<file path="config.mk">
export PLATFORM = sky130hd
export DESIGN_NAME = pipt_ctrl
export DESIGN_NICKNAME = d
export VERILOG_FILES = /design/src/rtl/pipt_pkg.sv /design/src/rtl/pipt_ctrl.sv
export SDC_FILE = /design/constraint.sdc
export NUM_CORES = 1
export LEC_CHECK = 0
export BUFFER_PORTS_ARGS = -buffer_cell sky130_fd_sc_hd__buf_2
export CAP_MARGIN = 10
export CELL_PAD_IN_SITES_DETAIL_PLACEMENT = 2
export CELL_PAD_IN_SITES_GLOBAL_PLACEMENT = 2
export CORE_MARGIN = 3
export CORE_UTILIZATION = 30
export CTS_BUF_LIST = sky130_fd_sc_hd__clkbuf_8
export DETAILED_ROUTE_END_ITERATION = 10
export PLACE_DENSITY_LB_ADDON = 0.1
export SLEW_MARGIN = 20
export SYNTH_ARGS = -nofsm -noshare
export SYNTH_HDL_FRONTEND = slang
export SYNTH_SLANG_ARGS = --single-unit
</file>
<file path="constraint.sdc">
create_clock -name i_clk -period 2.2 [get_ports i_clk]
set_clock_uncertainty 0.15 [all_clocks]
set_input_delay 0.22 -clock i_clk [delete_from_list [all_inputs] [get_ports i_clk]]
set_output_delay 0.22 -clock i_clk [all_outputs]
set_load 0.02 [all_outputs]
</file>
<file path="src/rtl/pipt_pkg.sv">
// ----------------------------------------------------------------------------
// pipt_pkg
// Shared types and constants for the point-in-polygon test unit.
// ----------------------------------------------------------------------------
package pipt_pkg;

    localparam int COORD_W = 16;
    localparam int DIFF_W  = COORD_W + 1;
    localparam int PROD_W  = 2 * DIFF_W;
    localparam int SUM_W   = PROD_W + 1;

    typedef logic [1:0] t_req;
    typedef logic [1:0] t_loc;

    localparam t_req REQ_START  = 2'd0;
    localparam t_req REQ_APPEND = 2'd1;
    localparam t_req REQ_QUERY  = 2'd2;

    localparam t_loc LOC_OUTSIDE  = 2'd0;
    localparam t_loc LOC_BOUNDARY = 2'd1;
    localparam t_loc LOC_INSIDE   = 2'd2;

    // commands from controller to datapath
    typedef struct packed {
        logic wr_en;    // store the incoming vertex
        logic wr_new;   // vertex starts a new polygon
        logic q_start;  // latch query point, clear accumulators
        logic rd_en;    // read one vertex for the edge walk
        logic rd_edge;  // this read closes an edge with the previous one
    } t_dp_cmd;

    // status from datapath to controller
    typedef struct packed {
        logic busy;     // edge pipeline still holds work
        t_loc location; // current answer
    } t_dp_sts;

endpackage

</file>
<file path="src/rtl/pipt_ctrl.sv">
// ----------------------------------------------------------------------------
// pipt_ctrl
// Request decoder and edge-walk sequencer; holds the result word register.
// ----------------------------------------------------------------------------
module pipt_ctrl
    import pipt_pkg::*;
#(
    parameter int MAX_VERTICES = 128,
    parameter int AW = $clog2(MAX_VERTICES),
    parameter int CW = $clog2(MAX_VERTICES + 1)
) (
    input  logic          i_clk,
    input  logic          i_rst_n,
    input  logic          i_s_tvalid,
    output logic          o_s_tready,
    input  t_req          i_req,
    output logic          o_m_tvalid,
    input  logic          i_m_tready,
    output t_loc          o_location,
    input  logic [CW-1:0] i_count,
    input  t_dp_sts       i_sts,
    output t_dp_cmd       o_cmd,
    output logic [AW-1:0] o_rd_addr
);

    typedef enum logic [1:0] {
        ST_IDLE,
        ST_WALK,
        ST_DRAIN
    } t_state;

    t_state        r_state, n_state;
    logic [CW-1:0] r_k, n_k;
    logic          r_out_vld, n_out_vld;
    t_loc          r_out_loc, n_out_loc;
    logic          w_acc;
    logic          w_last;

    assign w_acc  = i_s_tvalid && (r_state == ST_IDLE);
    assign w_last = (r_k == i_count);

    always_comb begin
        n_state   = r_state;
        n_k       = r_k;
        n_out_vld = r_out_vld;
        n_out_loc = r_out_loc;
        o_cmd     = '0;
        // the closing edge reads vertex 0 again
        o_rd_addr = w_last ? '0 : r_k[AW-1:0];

        if (r_out_vld && i_m_tready) begin
            n_out_vld = 1'b0;
        end

        case (r_state)
            ST_IDLE: begin
                if (w_acc) begin
                    case (i_req)
                        REQ_START: begin
                            o_cmd.wr_en  = 1'b1;
                            o_cmd.wr_new = 1'b1;
                        end
                        REQ_APPEND: begin
                            o_cmd.wr_en = 1'b1;
                        end
                        REQ_QUERY: begin
                            o_cmd.q_start = 1'b1;
                            n_k           = '0;
                            n_state       = (i_count == '0) ? ST_DRAIN : ST_WALK;
                        end
                        default: begin
                        end
                    endcase
                end
            end
            ST_WALK: begin
                o_cmd.rd_en   = 1'b1;
                o_cmd.rd_edge = (r_k != '0);
                if (w_last) begin
                    n_state = ST_DRAIN;
                end else begin
                    n_k = r_k + CW'(1);
                end
            end
            ST_DRAIN: begin
                if (!i_sts.busy && (!r_out_vld || i_m_tready)) begin
                    n_out_vld = 1'b1;
                    n_out_loc = i_sts.location;
                    n_state   = ST_IDLE;
                end
            end
            default: begin
                n_state = ST_IDLE;
            end
        endcase
    end

    always_ff @(posedge i_clk) begin
        if (!i_rst_n) begin
            r_state   <= ST_IDLE;
            r_k       <= '0;
            r_out_vld <= 1'b0;
            r_out_loc <= LOC_OUTSIDE;
        end else begin
            r_state   <= n_state;
            r_k       <= n_k;
            r_out_vld <= n_out_vld;
            r_out_loc <= n_out_loc;
        end
    end

    assign o_s_tready = (r_state == ST_IDLE);
    assign o_m_tvalid = r_out_vld;
    assign o_location = r_out_loc;

endmodule

</file>
==> key figures, run 1 <==
Logic synthesis
  • Number of standard cells after synthesis: 136
  • Number of nets in the synthesized netlist: 155
  • Number of flip-flops and latches in the synthesized netlist: 13
  • Xor and xnor area share after synthesis: 12.1%
  • Avg Inst Size Synth: 8.38 sq um
  • Yosys warnings: 0
  • Adder-cell share of the synthesized area: 2.20%
  • Compound-gate portion of the synthesized area: 15.1%
  • Summed instance area of the synthesized netlist: 0.00114 sq mm
  • Fraction of synthesized area in multiplexers: 3.51%
  • Largest family of logic cells by synthesized area: simple AND/OR/NAND/NOR gates
  • Sequential fraction of the synthesis area: 22.8%
  • Count of unique library cells instantiated by Yosys: 44
  • Share of synthesized cell area in and, or, nand and nor gates: 37.4%

Setup path
  • Worst path max stage delay: 0.38 ns
  • Worst Path Arrival: 1.67 ns
  • Ordered list of cells on the worst path: xnor2_2 > and4_1 > nand2_2 > and2_1 > buf_2
  • Worst-path fanout max: 8
  • Crit end category: primary output
  • CP Class: reg -> out
  • Cell with the largest stage delay on the worst path: sky130_fd_sc_hd__dfxtp_2
  • CP bufs+invs: 1
  • Setup crit start kind: flop
  • Crit-path leading delay family: simple AND/OR/NAND/NOR gates
  • Endpoint required time on the critical path: 1.83 ns

Global route
  • Largest net degree at the start of global routing: 17
  • Vias in the first global route: 1299
  • Wire length of the first global-routing pass: 6.84 mm
  • Antenna violations before repair: 0
  • Grt ovf: 0
  • Total routing usage reported by global routing: 20.4%

Finish
  • Area delta synth->final: 22.6%
  • Number of standard cells in the layout, taps in and fillers out: 214
  • Final net count: 188
  • Fraction of final layout cells sized beyond drive strength 1: 35.7%
  • Number of antenna repair diodes: 0
  • Finished layout cell area: 0.00140 sq mm

Floorplanning
  • Core region area: 0.00349 sq mm
  • Ports: 33
  • Die extent in x: 67.6 um
  • Num rows: 21
  • Floorplan die height: 67.6 um
  • Starting density of the core: 32.6%
  • Floorplan die area: 0.00458 sq mm

Placement
  • Buffers on Ports: 32
  • Placed cells: 210
  • Sum of net half-perimeters after detailed placement: 3.36 mm
  • Post-detailed-placement cell area: 0.00133 sq mm
  • Last weighted congestion value of the routability-driven placer: 0.796
  • DP Worst Slack: 0.241 ns

Clock tree
  • Clock input transition at the sequential cells of the worst setup and hold paths: 0.06 ns
  • Number of CTS-inserted buffers: 3
  • # Post-CTS Setup Buffers: 0
  • Clock Path Buffers: 2
  • Cell at the root of the clock tree: sky130_fd_sc_hd__clkbuf_8
  • CTS tree: done
  • Number of H-tree levels: 1
  • Clock net sink count: 13
  • Worst-Skew Late Latency: 0.24 ns

Route
  • Routed length per placed instance: 20.2 um
  • Number of DRC markers after the initial detailed-route iteration: 28
  • Via density per instance: 5.64
  • Remaining design rule violation count: 0
  • Count of nets left with antenna violations after detail routing: 0
  • Final Routed Wirelength: 4.32 mm
  • Vias: 1207
  • Detailed-routing iteration count for the pre-antenna-repair pass: 4

STA
  • # setup viols final: 0
  • Tightest Pin Transition: 0.420 ns
  • Worst slew slack as a fraction of its limit: 71.8%
  • Time the worst path needs with I/O delays and setup: 2.04 ns
  • Peak Freq: 0.489 GHz
  • Post-route fraction of the period consumed by the critical path: 92.9%
  • Max-slew violation count: 0
  • Unrepaired setup endpoints after global routing: false
  • Final hold violation count: 0
  • Setup WS post-layout: 0.156 ns
  • Setup TNS after final layout: 0 ns
  • Final worst hold slack: 0.0783 ns

Outcome
  • Result of the run: finished clean

Min path
  • Hold Path Class: in -> reg

Power and ir drop
  • Worst-case vdd ir drop: 0.218 mV
  • Pwr/cell area: 413 mW/mm^2
  • Reported leakage power: 0.554 nW

Run
  • Reported max-cap violation count: 0
sequential cells by signal, indices dropped and copies added (netlist names):
| signal | flops |
|---|---|
| r_state | 2 |
| r_k | 8 |
| o_m_tvalid | 1 |
| o_location | 2 |
cell usage in the layout (no fill, tap or decap), drive strengths merged:
cell and count:
o211ai 1, a211oi 1, clkinv 1, xnor2 8, and2 5, nor3b 1
nand4 3, nor3 5, and4 5, and3 1, inv 7, nand3 6
buf 35, clkbuf 3, nor2 15, or3 3, o22ai 2, ha 2
nor4 5, nand4b 1, and3b 1, nor4b 1, nor2b 3, or4 1
nor4bb 1, nand2 9, o21a 1, mux2i 4, dfxtp 13, a41oi 2
a21oi 6, o21ai 6, o311ai 4, a22oi 1, a311oi 2, nand2b 3
timing repair:
item	4_1_cts	5_1_grt
gates resized for setup	4	3
setup endpoints to repair	4	4
hold buffers	0	0
synthesized netlist by cell type, drive strengths merged:
| master | number | area share (%) |
|---|---|---|
| xnor2 | 8 | 12 |
| nor2b | 3 | 1.6 |
| ha | 2 | 2.2 |
| and4 | 5 | 4.1 |
| o22ai | 2 | 1.1 |
| o21a | 1 | 0.66 |
| nor3b | 1 | 0.66 |
| o211ai | 1 | 0.66 |
| a211oi | 1 | 0.66 |
| a22oi | 1 | 0.66 |
| buf | 5 | 3.8 |
| nor4b | 1 | 0.77 |
| nor3 | 5 | 2.2 |
| or4 | 1 | 0.66 |
| o21ai | 6 | 2.6 |
| a311oi | 2 | 1.5 |
| inv | 7 | 2.3 |
| nand2b | 3 | 1.6 |
| nor2 | 15 | 5.2 |
| dfxtp | 13 | 23 |
| or3 | 3 | 1.6 |
| nand4b | 1 | 0.77 |
| nor4bb | 1 | 0.88 |
| a21oi | 6 | 2.6 |
| nand2 | 9 | 3.6 |
| o311ai | 4 | 3.1 |
| and2 | 5 | 2.7 |
| nand3 | 6 | 2.6 |
| a41oi | 2 | 1.5 |
| mux2i | 4 | 3.5 |
| and3 | 1 | 0.55 |
| nand4 | 3 | 4.3 |
| and3b | 1 | 0.77 |
| nor4 | 5 | 2.7 |
| clkbuf | 2 | 0.66 |
worst register-to-register path: stages (launching register included):
cell and delay (ns):
sky130_fd_sc_hd__dfxtp_1 0.50, sky130_fd_sc_hd__nor2_1 0.15, sky130_fd_sc_hd__nand2_4 0.17, sky130_fd_sc_hd__inv_2 0.12, sky130_fd_sc_hd__or4_1 0.53, sky130_fd_sc_hd__o311ai_1 0.10
power by group:
group | leakage, nW | internal (mW) | switching (mW) | total, mW
clock | 0.0255 | 0.125 | 0.0989 | 0.224
sequential | 0.107 | 0.238 | 0.00511 | 0.243
combinational | 0.421 | 0.0416 | 0.0680 | 0.110
total | 0.554 | 0.405 | 0.172 | 0.577
final timing paths:
path | from | to | slack [ns] | cells after the start
worst max-delay path | r_k[3] | o_rd_addr[6] | 0.16 | 5
worst min-delay path | i_sts[0] | o_location[0] | 0.08 | 3
worst max register to register | r_state[1] | r_k[5] | 0.39 | 5
worst min register to register | o_location[0] | o_location[0] | 0.36 | 2
per-layer routing:
metal / share of wire (%) / vias up / global-route usage (%) / wire, um
li1: - / 573 / - / -
met1: 43 / 612 / 24.5 / 1880
met2: 53 / 18 / 37.3 / 2300
met3: 2.7 / 4 / 3.49 / 115
met4: 0.72 / 0 / 4.81 / 31
met5: 0 / - / 0 / 0
per-stage QoR:
stage / util (%) / total power [mW]
after floorplan: - / 0.307
after global placement: 38.0 / 0.351
after detailed placement: 38.0 / 0.356
after CTS: 39.7 / 0.584
after global routing: 40.0 / 0.606
final: 40.0 / 0.577
kinds of logic (layout without fill, tap and decap cells):
family,Yosys count,in the layout
AND/OR/NAND/NOR,69,69
AO/OA/AOI/OAI,26,26
buffers and inverters,14,46
flip-flops,13,13
XOR/XNOR,8,8
multiplexers,4,4
adder cells (fa/ha/maj),2,2
final cells by class:
class | instances | area, sq um
inverters | 7 | 26.3
well taps | 46 | 57.6
clock buffers | 3 | 41.3
fillers | 408 | 2100
multi-input cells | 109 | 820
flip-flops and latches | 13 | 265
clock inverters | 1 | 5.00
repair buffers | 35 | 183
Power figures use the tool's default switching activity.
==> inputs of run 2 (changes only) <==
Settings changed: CELL_PAD_IN_SITES_DETAIL_PLACEMENT 2 to 1, CELL_PAD_IN_SITES_GLOBAL_PLACEMENT 2 to 1, CORE_UTILIZATION 30 to 39.
==> run 2 against run 1 <==
Net effect:
- wire length down 12%
- worst hold slack worse by 0.0047 ns
- via count down 1.6%
- critical path depth unchanged
- first-iteration DRC count up 89%
- sequential share of layout area up 0.46 points
- combinational power down 4%
- sequential cell count unchanged
- cell count down 7.5%
- cell area down 1.4%
==> key figures, run 2 (synthesized netlist as in run 1, its figures left out) <==
Route
  • Final Routed Wirelength: 3.78 mm
  • Via density per instance: 6.00
  • Number of DRC markers after the initial detailed-route iteration: 53
  • Routed length per placed instance: 19.1 um
  • Remaining design rule violation count: 0
  • Count of nets left with antenna violations after detail routing: 0
  • Detailed-routing iteration count for the pre-antenna-repair pass: 4
  • Vias: 1188

Floorplanning
  • Die extent in x: 60.1 um
  • Ports: 33
  • Floorplan die height: 60.1 um
  • Starting density of the core: 43.3%
  • Floorplan die area: 0.00361 sq mm
  • Num rows: 18
  • Core region area: 0.00264 sq mm

Finish
  • Number of flip-flops under the largest register name: 8
  • Fraction of final layout cells sized beyond drive strength 1: 36.3%
  • Finished layout cell area: 0.00138 sq mm
  • Reg with most FFs: r_k
  • Final net count: 188
  • Flip-flop and latch area: 268 sq um
  • Number of standard cells in the layout, taps in and fillers out: 198
  • Post-route core utilization: 52.3%
  • Area occupied by multi-input gates: 817 sq um
  • Commonest cells after routing, fill and taps aside: sky130_fd_sc_hd__buf_2 (32), sky130_fd_sc_hd__nor2_1 (14), sky130_fd_sc_hd__nand2_1 (8)
  • Most frequent standard cell in the layout excluding fill and tap cells: sky130_fd_sc_hd__buf_2
  • Area delta synth->final: 20.9%
  • Number of filler cells placed in the layout: 345
  • Number of antenna repair diodes: 0

STA
  • Max-slew violation count: 0
  • Final hold violation count: 0
  • # setup viols final: 0
  • Unrepaired setup endpoints after global routing: false
  • Final worst hold slack: 0.0736 ns
  • Worst slew slack as a fraction of its limit: 72.8%
  • Setup TNS after final layout: 0 ns
  • Peak Freq: 0.484 GHz
  • Post-route fraction of the period consumed by the critical path: 93.9%
  • Tightest Pin Transition: 0.404 ns
  • Time the worst path needs with I/O delays and setup: 2.07 ns

Clock tree
  • Clock input transition at the sequential cells of the worst setup and hold paths: 0.06 ns
  • # Post-CTS Setup Buffers: 0
  • Cell at the root of the clock tree: sky130_fd_sc_hd__clkbuf_8
  • Clock Path Buffers: 2
  • Number of H-tree levels: 1
  • Clock net sink count: 13
  • CTS tree: done
  • Worst-Skew Late Latency: 0.25 ns
  • Number of CTS-inserted buffers: 3

Setup path
  • CP Class: reg -> out
  • R2R setup slack: 0.38 ns
  • Setup crit start kind: flop
  • Endpoint required time on the critical path: 1.83 ns
  • Cell with the largest stage delay on the worst path: sky130_fd_sc_hd__dfxtp_1
  • Worst Path Arrival: 1.70 ns
  • Crit end category: primary output
  • Worst path max stage delay: 0.46 ns
  • Worst-path fanout max: 6
  • Worst-case reg-to-reg path depth: 5
  • Worst reg2reg endpoint: r_k[6]
  • Ordered list of cells on the worst path: xnor2_4 > and4_2 > nand2_1 > and2_1 > buf_2
  • Crit Reg-Reg Startpoint: r_k[4]

Power and ir drop
  • Part of the power in registers: 42.8%
  • Pwr/cell area: 413 mW/mm^2
  • Clk network pwr share: 38.6%
  • Fraction of power consumed by combinational cells: 18.7%
  • Net switching power of the design: 0.165 mW
  • Switching fraction of total power: 28.9%
  • Worst-case vdd ir drop: 0.558 mV
  • Reported leakage power: 0.553 nW
  • Internal power of the cells: 0.405 mW

Placement
  • Last weighted congestion value of the routability-driven placer: 0.851
  • Buffers on Ports: 32
  • Sum of net half-perimeters after detailed placement: 2.85 mm
  • Placed cells: 194
  • Post-detailed-placement cell area: 0.00131 sq mm

Global route
  • Wire length of the first global-routing pass: 6.13 mm
  • Vias in the first global route: 1242
  • Largest net degree at the start of global routing: 17
  • Total routing usage reported by global routing: 23.1%
  • Antenna violations before repair: 0
  • Grt ovf: 0

Min path
  • Hold path startpoint: i_sts[1]
  • Hold worst-path end: o_location[1]
  • Instance count along the most critical hold path: 3
  • Hold Path Class: in -> reg

Outcome
  • Result of the run: finished clean

Run
  • Reported max-cap violation count: 0
==> run 2: cell counts in the layout (fill, tap and decap cells not counted) <==
Identical to the previous run, type by type.
==> run 2: worst max path at each step <==
stage	start	end	slack, ns	cells after the start
detailed placement	r_k[2]	o_rd_addr[2]	0.32	5
global placement	r_k[2]	r_k[6]	0.35	5
floorplan	r_state[1]	o_cmd[3]	0.15	3
global route	r_k[7]	o_rd_addr[3]	0.03	5
CTS	r_k[2]	o_rd_addr[2]	0.01	5
finish	r_k[4]	o_rd_addr[2]	0.13	5
==> run 2: metal layers <==
layer	routed length [um]	track usage, %	vias to the layer above
li1	-	-	566
met1	1620	31.1	579
met2	1910	36.6	37
met3	214	5.62	6
met4	35	6.01	0
met5	0	0	-
==> run 2: final cells by class <==
| cell class | instances | share of cell area (%) |
|---|---|---|
| Tap cell | 30 | 2.72 |
| Clock inverter | 1 | 0.363 |
| Inverter | 7 | 1.91 |
| Sequential cell | 13 | 19.4 |
| Timing Repair Buffer | 35 | 13.3 |
| Clock buffer | 3 | 3.00 |
| Multi-Input combinational cell | 109 | 59.3 |
==> run 2: stage by stage <==
| step | total power, mW | setup slack, ns |
|---|---|---|
| floorplan | 0.307 | 0.151 |
| global placement | 0.349 | 0.354 |
| detailed placement | 0.352 | 0.318 |
| CTS | 0.574 | 0.0136 |
| global route | 0.600 | 0.0273 |
| finish | 0.570 | 0.135 |
==> run 2: worst max-delay path: cells and delay by family (launching register included) <==
family	cells	cell delay [ns]
xor+xnor	1	0.17
buf+inv	1	0.15
flops	1	0.46
simple gates	3	0.67
==> run 2: repair_timing <==
action | 4_1_cts | 5_1_grt
gates resized for setup | 0 | 8
endpoints found under the setup margin | 0 | 7
hold buffers | 0 | 0
hold endpoints to repair | 0 | 0
==> run 2: power by group through the flow <==
stage | Clock [mW] | Sequential [mW] | Combinational, mW
2_1_floorplan | 0 | 0.246 | 0.0608
3_3_place_gp | 0 | 0.248 | 0.101
3_5_place_dp | 0 | 0.249 | 0.103
4_1_cts | 0.227 | 0.243 | 0.104
5_1_grt | 0.241 | 0.244 | 0.115
6_report | 0.220 | 0.244 | 0.106
